--- src/rtl/closest_pair_distance_assert.svh ---
// Assertion macros shared by the closest pair distance RTL.
// Each macro checks on the rising edge of clk and is off while arst_n is low.
`ifndef CLOSEST_PAIR_DISTANCE_ASSERT_SVH
`define CLOSEST_PAIR_DISTANCE_ASSERT_SVH

// Same-cycle implication.
`define CPD_ASSERT_NOW(lbl, ante, cons, msg) \
	lbl: assert property (@(posedge clk) disable iff (!arst_n) (ante) |-> (cons)) \
		else $error(msg);

// Next-cycle implication.
`define CPD_ASSERT_NEXT(lbl, ante, cons, msg) \
	lbl: assert property (@(posedge clk) disable iff (!arst_n) (ante) |=> (cons)) \
		else $error(msg);

`endif

--- src/rtl/cpd_pkg.sv ---
`default_nettype none
package cpd_pkg;

	// Size of the point store.
	localparam int MAX_POINTS = 1024;
	localparam int ADDR_W     = $clog2(MAX_POINTS);
	localparam int CNT_W      = $clog2(MAX_POINTS + 1);

	// Field widths.
	localparam int COORD_W = 31;
	localparam int DIFF_W  = COORD_W + 1;
	localparam int PROD_W  = 2 * COORD_W;
	localparam int SQ_W    = PROD_W + 1;
	localparam int FRAC_W  = 16;
	localparam int ROOT_W  = 48;

	// Square root unit widths.
	localparam int RAD_W  = 2 * ROOT_W;
	localparam int REM_W  = ROOT_W + 3;
	localparam int ITER_W = $clog2(ROOT_W);

	// Sequencer states, one-hot.
	typedef enum logic [9:0] {
		S_LOAD    = 10'b00_0000_0001,
		S_IRD     = 10'b00_0000_0010,
		S_ICAP    = 10'b00_0000_0100,
		S_JRD     = 10'b00_0000_1000,
		S_DIFF    = 10'b00_0001_0000,
		S_MX      = 10'b00_0010_0000,
		S_MY      = 10'b00_0100_0000,
		S_CMP     = 10'b00_1000_0000,
		S_ROOT_GO = 10'b01_0000_0000,
		S_ROOT_WT = 10'b10_0000_0000
	} state_t;

	// Handshake between the sequencer and the root unit.
	typedef struct packed {
		logic go;
		logic done;
	} root_ctl_t;

endpackage
`default_nettype wire

--- src/rtl/cpd_sqrt.sv ---
`default_nettype none
module cpd_sqrt import cpd_pkg::*; (
	input  wire logic              clk,
	input  wire logic              arst_n,
	input  wire logic              go,
	input  wire logic [SQ_W-1:0]   radicand,
	output logic                   done,
	output logic      [ROOT_W-1:0] root
);

	logic [RAD_W-1:0]  rad_q;
	logic [REM_W-1:0]  rem_q;
	logic [ROOT_W-1:0] root_q;
	logic [ITER_W-1:0] iter_q;
	logic              run_q;
	logic              done_q;
	logic [REM_W-1:0]  rem_sh;
	logic [REM_W-1:0]  trial;
	logic              fits;

	// One root bit per cycle: bring down two radicand bits and try the next digit.
	always_comb begin
		rem_sh = {rem_q[REM_W-3:0], rad_q[RAD_W-1:RAD_W-2]};
		trial  = {{(REM_W-ROOT_W-2){1'b0}}, root_q, 2'b01};
		fits   = (rem_sh >= trial);
	end

	// Iteration control.
	always_ff @(posedge clk or negedge arst_n) begin
		if (!arst_n) begin
			run_q  <= 1'b0;
			done_q <= 1'b0;
			iter_q <= '0;
		end else begin
			done_q <= 1'b0;
			if (go) begin
				run_q  <= 1'b1;
				iter_q <= '0;
			end else if (run_q) begin
				iter_q <= iter_q + 1'b1;
				if (iter_q == ITER_W'(ROOT_W - 1)) begin
					run_q  <= 1'b0;
					done_q <= 1'b1;
				end
			end
		end
	end

	// Datapath; the radicand is scaled by 2^(2*FRAC_W) for the fraction bits.
	always_ff @(posedge clk) begin
		if (go) begin
			rad_q  <= {{(RAD_W-SQ_W-2*FRAC_W){1'b0}}, radicand, {(2*FRAC_W){1'b0}}};
			rem_q  <= '0;
			root_q <= '0;
		end else if (run_q) begin
			rad_q <= {rad_q[RAD_W-3:0], 2'b00};
			if (fits) begin
				rem_q  <= rem_sh - trial;
				root_q <= {root_q[ROOT_W-2:0], 1'b1};
			end else begin
				rem_q  <= rem_sh;
				root_q <= {root_q[ROOT_W-2:0], 1'b0};
			end
		end
	end

	assign done = done_q;
	assign root = root_q;

endmodule
`default_nettype wire

--- config.mk ---
export PLATFORM = sky130hd
export DESIGN_NAME = cpd_sqrt
export DESIGN_NICKNAME = d
export VERILOG_FILES = /design/src/rtl/closest_pair_distance_assert.svh /design/src/rtl/cpd_pkg.sv /design/src/rtl/cpd_sqrt.sv
export SDC_FILE = /design/constraint.sdc
export NUM_CORES = 1
export LEC_CHECK = 0
export ABC_CLOCK_PERIOD_IN_PS = 8280
export BUFFER_PORTS_ARGS = -buffer_cell sky130_fd_sc_hd__clkbuf_2
export CAP_MARGIN = 10
export CELL_PAD_IN_SITES_DETAIL_PLACEMENT = 0
export CELL_PAD_IN_SITES_GLOBAL_PLACEMENT = 2
export CORE_ASPECT_RATIO = 0.75
export CORE_MARGIN = 2
export CORE_UTILIZATION = 40
export DETAILED_ROUTE_END_ITERATION = 7
export MAX_ROUTING_LAYER = met4
export PLACE_DENSITY = 0.95
export SLEW_MARGIN = 20
export SYNTH_ARGS = -nofsm -noshare
export SYNTH_HDL_FRONTEND = slang
export SYNTH_SLANG_ARGS = --single-unit
--- constraint.sdc ---
create_clock -name clk -period 8.28 [get_ports clk]
set_input_delay 0.828 -clock clk [delete_from_list [all_inputs] [get_ports clk]]
set_output_delay 0.828 -clock clk [all_outputs]
set_load 0.01 [all_outputs]
-- Word level (Yosys, flattened, before mapping)
Cells that the tools add are included.
- input bits: 66
- flip-flop bits (word level): 169
- output and inout port bits: 49
- logic and storage cells: 24
- muxes and demuxes: 12
- eq/ne operators: 1
- $lt $le $gt $ge: 1
- add/sub/neg operators: 2
- reduce and logical (&&, ||, !) cells: 1
- operators by type and width (cell ; count):
    $mux 95 ; 2
    $ge 51x50->1 ; 1
    $mux 49 ; 1
    $sub 49x49->49 ; 1
    $mux 6 ; 2
    $mux 1 ; 7
    $add 6x1->6 const B ; 1
    $eq 6x6->1 const B ; 1
    $reduce_bool 2->1 ; 1

-- Longest topological paths before layout
Gate-level depths: netlist (run 1).
- word-level depth: 4
- depth in mapped cells: 14
- depth with buffers taken out: 11

-- Worst setup path after synthesis (run 1)
No wires, ideal clock.
- path type: input port to flip-flop
- from: input go
- to: register rad_q[32] (enable)
- buffers on the path: 2
- required time: 7.858 ns
- cell stages on the path: 4
- slack: 4.948 ns
- setup time: 0.422 ns
- arrival time: 2.910 ns
- path through: clkbuf_1 > clkbuf_1 > clkinv_1 > nand2_1
- cells in the longest elaborated chain, start to end: 1
- RTL lines (what ; line ; RTL):
    from (decl) ; cpd_sqrt.sv:5 ; input wire logic go,
    $reduce_bool 2->1 (no line) ; - ;
    to (signal assigned) ; cpd_sqrt.sv:52 ; rad_q <= {{(RAD_W-SQ_W-2*FRAC_W){1'b0}}, radicand, {(2*FRAC_W){1'b0}}};
    to (signal assigned) ; cpd_sqrt.sv:56 ; rad_q <= {rad_q[RAD_W-3:0], 2'b00};
    to (decl) ; cpd_sqrt.sv:11 ; logic [RAD_W-1:0] rad_q;
No other way between the ends.
A chain may end at the register's enable or synchronous reset.

-- Worst setup path in the final report (run 1)
- from: register root_q[42] (netlist: root[42])
- to: register rem_q[43]
- cells in the longest elaborated chain, start to end: 2
- RTL lines (what ; line ; RTL):
    from (decl) ; cpd_sqrt.sv:13 ; logic [ROOT_W-1:0] root_q;
    from (signal assigned) ; cpd_sqrt.sv:59 ; root_q <= {root_q[ROOT_W-2:0], 1'b1};
    from (signal assigned) ; cpd_sqrt.sv:62 ; root_q <= {root_q[ROOT_W-2:0], 1'b0};
    $ge 51x50->1 ; cpd_sqrt.sv:25 ; fits = (rem_sh >= trial);
    $mux 49 ; cpd_sqrt.sv:57 ; if (fits) begin
    to (signal assigned) ; cpd_sqrt.sv:58 ; rem_q <= rem_sh - trial;
    to (signal assigned) ; cpd_sqrt.sv:61 ; rem_q <= rem_sh;
    to (decl) ; cpd_sqrt.sv:12 ; logic [REM_W-1:0] rem_q;
No other way between the ends.

==> run metrics, run 1 <==
status=completed; clock skew=about 0.014 ns; # fillers=between 2,000 and 2,500; internal power=~2.3 mW; synthesized area per cell=9.11 um2; Seq/Total Area, Yosys=approximately two fifths; Die Area=~27,000 um2; core area=around 25,000 um2; IO Count=about 120; area growth from synthesis to layout=13.1%; Post-synth EDFFs=63; Post CTS Setup Buffer Count=0; I/O Buffers=between 100 and 150; delay-heaviest family, CP=compound AO/OA/AOI/OAI gates; worst slack, placed=about 4.6 ns; Crit Reg-Reg Startpoint=root[42]$_SDFFE_PP0P_; die span in x=188 um; Rel. slew slack=about a third; largest net degree at the start of global routing=104; CTS Sinks=between 150 and 200; hold_buf cts=0; Top FF cell, synth=dfxtp_1; number of diodes=0; Num CTS Buffers=17; max cap viols=0; #FFs+latches synth=169; Post-Route Setup TNS=0 ns; Tcrit/Tclk final=approximately 45%; fin util=between 40% and 50%; final worst path period need=about 3.7 ns; fmax=approximately 0.27 GHz; via count=approximately 8,300; post_cts resized=0; GRT Util Overall=between 10% and 20%; Final Hold Viols=0; vias per cell=between 5 and 6; Crit Path Max Fanout=34; CTS tree=done; DRC Markers=0; share of the synthesized area in the top cell type=approximately a fifth; WL per Instance=between 15 and 20 um; Die H=142 um; final WL=between 20,000 and 30,000 um; R2R Path End=rem_q[43]$_SDFFE_PP0P_; slowest stage delay, CP=around 0.52 ns; HP Class=input port to asynchronous set/reset pin; Register-to-Register Path Depth=12; first-pass GRT wire length=41,100 um; critical path class=register to register; share of layout cells above drive strength 1=about a fifth; crit start category=register; Synth Instances=1,117; final setup fails=0; commonest non-fill, non-tap cells in the layout=nor2_1 (127), clkbuf_2 (113), nand2_1 (110), dfxtp_1 (98), a21oi_1 (69); leakage=5.10 nW; Final Wtd Congestion=0.890; max-slew violation count=0; largest cells by area after synthesis=dfxtp_1 (19%), edfxtp_1 (19%), mux2_2 (6.9%); endpoint class of the critical path=register; Worst EP arrival=around 4.1 ns; combinational power share=between 50% and 60%; post-synth top area cell=dfxtp_1; slew at the pin with the worst max-slew slack=1.02 ns; Final Worst Setup Slack=4.56 ns; Netlist cell types=67; DRT iter0 DRCs=about 680; P_sw=1.84 mW; post-route ant nets=0; CTS max path bufs=2; crit path max-delay cell type=nand2_1; Post-Syn Area=10,200 um2; commonest non-fill, non-tap cell in the layout=nor2_1; clock power share=19.6%; CTS root buffer=clkbuf_16; Reg power frac=between 20% and 30%; Core Rows=50; IR drop worst, VDD=around 0.00018 V; switching part of the total=between 40% and 50%; Post-Syn Nets=1,234; layout net count=1,298; total iterations of the first detailed-routing run=5; Clock Latency Late Sink=~0.44 ns; Power Dens Cells=roughly 360 nW/um2; vias in the first global route=around 7,700; worst path required time=slightly below 9 ns; share of flip-flops with an asynchronous set or reset=roughly 4.7%; initial core utilization=between 40% and 50%; total gr overflow=0; dpl hpwl=~18,000 um; Ys Warns=0; initial antenna violation count=0; Worst-path clk slew=approximately 0.07 ns; worst-path cell chain=inv_1 > ha_1 > a21o_1 > a21o_1 > a21oi_1 > o21ai_0 > a211oi_1 > nand2_1 > buf_4 > and3_1 > o21ai_0 > o211a_1; Buf+Inv Stages, Crit Path=2; reg-to-reg slack, setup=4.56 ns; RSZ-0062 raised after global routing=false; H-tree depth=4
-- cell type report --
| type | count | area [um2] | share of cell area, % |
|---|---|---|---|
| Clock buffer | 21 | 465 | 4.04 |
| Tap cell | 338 | 423 | 3.68 |
| Clock inverter | 11 | 129 | 1.12 |
| Timing Repair Buffer | 120 | 622 | 5.40 |
| Multi-Input combinational cell | 807 | 5560 | 48.3 |
| Sequential cell | 169 | 4060 | 35.3 |
| Inverter | 66 | 248 | 2.15 |
-- cells by family (layout without fill, tap and decap cells) --
family / after synthesis / count (layout) / synth area share (%)
buffers and inverters: 141 / 218 / 5.47
flip-flops: 169 / 169 / 39.9
adder cells (fa/ha/maj): 51 / 51 / 6.27
AO/OA/AOI/OAI: 260 / 260 / 17.5
AND/OR/NAND/NOR: 335 / 335 / 14.8
multiplexers: 118 / 118 / 12.4
XOR/XNOR: 43 / 43 / 3.70
-- routing by layer --
metal  global-route usage [%]  wire length, um  vias up
li1                         -                -     4147
met1                     29.2            13300     3968
met2                     26.9            10600      171
met3                     4.24             1280       16
met4                     4.14              229        0
met5                        -                0        -
-- stage by stage --
stage / cells / hold WS [ns] / power [mW] / area [um2]
floorplan: 1117 / 0.457 / 2.82 / 10200
global placement: 1500 / 0.461 / 3.36 / 10900
detailed placement: 1500 / 0.491 / 3.36 / 10900
CTS: 1532 / 0.213 / 4.19 / 11500
global route: 1532 / 0.223 / 4.51 / 11500
finish: 1532 / 0.222 / 4.19 / 11500
-- synthesized netlist by cell type (3+ instances only) --
cell and n:
a211oi_1 13, a21o_1 21, a21oi_1 69, a311oi_1 31, a31oi_1 14, a41oi_1 3, and2_1 9, and3_1 11
buf_1 9, buf_2 20, clkbuf_1 44, dfrtp_1 8, dfxtp_1 98, edfxtp_1 63, ha_1 51, inv_1 65
mux2_2 62, mux2i_1 56, nand2_1 111, nand2b_1 4, nand3_1 12, nand4_1 26, nor2_1 127, nor3_1 11
nor4_1 4, nor4b_1 3, o2111ai_1 3, o211ai_1 4, o21a_1 8, o21ai_0 42, o21ai_1 4, o21bai_1 16
o22ai_1 3, or2_2 3, or3_1 6, xnor2_1 22, xor2_1 21
-- registers in the layout, summed over array words and instances, names as in the netlist --
name,count
rad_q,64
rem_q,49
iter_q,6
root,48
done,1
run_q,1
-- worst max path at each step --
stage,start,end,slack (ns),cells past startpoint
6_report,root[42]$_SDFFE_PP0P_,rem_q[43]$_SDFFE_PP0P_,4.56,12
5_1_grt,root[32]$_SDFFE_PP0P_,rem_q[45]$_SDFFE_PP0P_,4.17,11
4_1_cts,root[42]$_SDFFE_PP0P_,rem_q[36]$_SDFFE_PP0P_,4.58,12
3_5_place_dp,root[42]$_SDFFE_PP0P_,rem_q[36]$_SDFFE_PP0P_,4.61,12
3_3_place_gp,root[42]$_SDFFE_PP0P_,rem_q[36]$_SDFFE_PP0P_,4.60,12
2_1_floorplan,go,rad_q[32]$_SDFFCE_PN0P_,4.95,4
-- power by group through the flow --
stage | registers, mW | logic, mW | clock network (mW)
after global routing | 1.09 | 2.55 | 0.869
after floorplan | 1.06 | 1.76 | 0
after CTS | 1.07 | 2.28 | 0.839
after global placement | 1.09 | 2.27 | 0
after detailed placement | 1.09 | 2.27 | 0
final | 1.07 | 2.30 | 0.821
Power figures use the tool's default switching activity.
==> run 2, diff against run 1 <==
--- a/config.mk
+++ b/config.mk
@@ -5,17 +5,17 @@
 export SDC_FILE = /design/constraint.sdc
 export NUM_CORES = 1
 export LEC_CHECK = 0
-export ABC_CLOCK_PERIOD_IN_PS = 8280
+export ABC_CLOCK_PERIOD_IN_PS = 3900
 export BUFFER_PORTS_ARGS = -buffer_cell sky130_fd_sc_hd__clkbuf_2
 export CAP_MARGIN = 10
 export CELL_PAD_IN_SITES_DETAIL_PLACEMENT = 0
 export CELL_PAD_IN_SITES_GLOBAL_PLACEMENT = 2
 export CORE_ASPECT_RATIO = 0.75
 export CORE_MARGIN = 2
-export CORE_UTILIZATION = 40
+export CORE_UTILIZATION = 37
 export DETAILED_ROUTE_END_ITERATION = 7
 export MAX_ROUTING_LAYER = met4
-export PLACE_DENSITY = 0.95
+export PLACE_DENSITY = 0.9
 export SLEW_MARGIN = 20
 export SYNTH_ARGS = -nofsm -noshare
 export SYNTH_HDL_FRONTEND = slang
==> constraint.sdc (replaced) <==
create_clock -name clk -period 3.9 [get_ports clk]
set_input_delay 0.39 -clock clk [delete_from_list [all_inputs] [get_ports clk]]
set_output_delay 0.39 -clock clk [all_outputs]
set_load 0.01 [all_outputs]
==> run metrics, run 2 (synthesis gave the netlist of run 1 again) <==
area growth from synthesis to layout=14.1%; fmax=0.296 GHz (+10%); final WL=26,400 um (+4.1%); final worst path period need=3.38 ns (-0.343 ns); endpoint class of the critical path=register; initial core utilization=37.7% (-3.1 points); commonest non-fill, non-tap cells in the layout=nor2_1 (127), clkbuf_2 (113), nand2_1 (110), dfxtp_1 (98), a21oi_1 (69); total gr overflow=0 (unchanged); status=completed; CTS tree=done; core area=27,000 um2 (+8.2%); layout net count=1,306 (+0.62%); reg-to-reg slack, setup=0.52 ns (-4.04 ns); Die Area=28,800 um2 (+7.9%); Register Area=4060 um2 (unchanged); Worst-path clk slew=0.07 ns (about the same); IR drop worst, VDD=0.000704 V (+300%); worst path required time=4.26 ns (-4.41 ns); number of diodes=0 (unchanged); post-route ant nets=0 (unchanged); vias per cell=5.39 (-0.53%); Hold Crit Depth=2; first-pass GRT wire length=42,800 um (+4.2%); share of layout cells above drive strength 1=20.0% (+0.62 points); leakage=5.14 nW (+0.81%); Clock Latency Late Sink=0.46 ns (+0.02 ns); final cell count without fillers=1,553 (+1.4%); critical path class=register to register; CTS max path bufs=2 (unchanged); total power=9.06 mW (+120%); Post-Route Setup TNS=0 ns (unchanged); total iterations of the first detailed-routing run=5 (unchanged); Post CTS Setup Buffer Count=0 (unchanged); Num CTS Buffers=17 (unchanged); H-tree depth=4 (unchanged); HP Start=radicand[0]; initial antenna violation count=0 (unchanged); clock skew=0.0182 ns (+0.00378 ns); HP Class=input port to register; Crit Reg-Reg Startpoint=root[32]$_SDFFE_PP0P_; Final Wtd Congestion=0.899 (+1.1%); Rel. slew slack=37.4% (+5.7 points); Top reg by flops=rad_q; Worst EP arrival=3.74 ns (-0.37 ns); I/O Buffers=114 (unchanged); Core Rows=52 (+4.0%); GRT Util Overall=19.1% (-0.56 points); # fillers=2,666 (+8.2%); Register-to-Register Path Depth=12 (unchanged); Multi-input gate area=5560 um2 (unchanged); DRT iter0 DRCs=667 (-1.3%); vias in the first global route=7,918 (+2.8%); max reg flops=64 (unchanged); Power Dens Cells=781 nW/um2 (+110%); CTS root buffer=clkbuf_16; RSZ-0062 raised after global routing=false; hold endpoint=rad_q[32]$_SDFFCE_PN0P_; Die H=148 um (+3.9%); max cap viols=0 (unchanged); die span in x=195 um (+3.9%); Final Hold Viols=0 (unchanged); R2R Path End=rem_q[34]$_SDFFE_PP0P_; Hold WS=0.222 ns (-0.000699 ns); final setup fails=0 (unchanged); commonest non-fill, non-tap cell in the layout=nor2_1; CTS Sinks=169 (unchanged); largest net degree at the start of global routing=83 (-20%); WL per Instance=17.0 um (+2.7%); via count=8,371 (+0.83%); Crit Path Max Fanout=24 (-29%); IO Count=115 (unchanged); Tcrit/Tclk final=86.6% (+42 points); max-slew violation count=0 (unchanged); placed insts=1,520 (+1.3%); crit start category=register; dpl hpwl=18,800 um (+3.9%); slew at the pin with the worst max-slew slack=0.939 ns (-0.0857 ns); DRC Markers=0 (unchanged)
run 2: timing repair:
item,4_1_cts,5_1_grt
hold buffers,1,0
endpoints found under the hold margin,8,0
resized for setup,0,0
run 2: area by class of cell:
type	instances	share of cell area, %
Clock buffer	17	3.67
Clock inverter	15	1.63
Inverter	66	2.13
Multi-Input combinational cell	807	47.9
Sequential cell	169	35.0
Tap cell	351	3.78
Timing Repair Buffer	128	5.90
run 2: worst max path at each step:
stage	start	endpoint	depth (start not counted)
3_5_place_dp	root[32]$_SDFFE_PP0P_	rem_q[34]$_SDFFE_PP0P_	12
2_1_floorplan	go	rad_q[32]$_SDFFCE_PN0P_	4
6_report	root[32]$_SDFFE_PP0P_	rem_q[34]$_SDFFE_PP0P_	12
3_3_place_gp	root[35]$_SDFFE_PP0P_	rem_q[34]$_SDFFE_PP0P_	12
4_1_cts	root[32]$_SDFFE_PP0P_	rem_q[34]$_SDFFE_PP0P_	12
5_1_grt	root[32]$_SDFFE_PP0P_	rem_q[34]$_SDFFE_PP0P_	12
run 2: report_power, final:
part / leakage [nW] / internal (mW) / switching, mW / total, mW
sequential: 1.58 / 2.10 / 0.171 / 2.27
combinational: 3.27 / 1.98 / 3.01 / 4.99
clock: 0.299 / 0.931 / 0.863 / 1.79
run 2: through the flow:
step | worst slack (ns) | instance area, um2 | util, %
global placement | 0.725 | 11000 | 40.7
global route | 0.227 | 11600 | 43.0
detailed placement | 0.562 | 11000 | 40.7
finish | 0.524 | 11600 | 43.0
floorplan | 1.01 | 10200 | -
CTS | 0.535 | 11600 | 43.0
run 2: critical path: stages, from the launching register on:
cell and delay (ns):
dfxtp_1 0.39, inv_1 0.06, ha_1 0.52, nand2_2 0.17, nor4_4 0.41, nand4_1 0.19, nor4_1 0.21, a211oi_1 0.08
and2_1 0.17, buf_4 0.24, nor4_1 0.48, a21oi_1 0.11, a211oi_1 0.24
run 2: per-layer routing:
metal  track usage [%]  share of wire (%)
met1              28.7                 53
met2              26.1                 42
met3              3.24                4.3
met4              4.66               0.96
met5                 -                  0
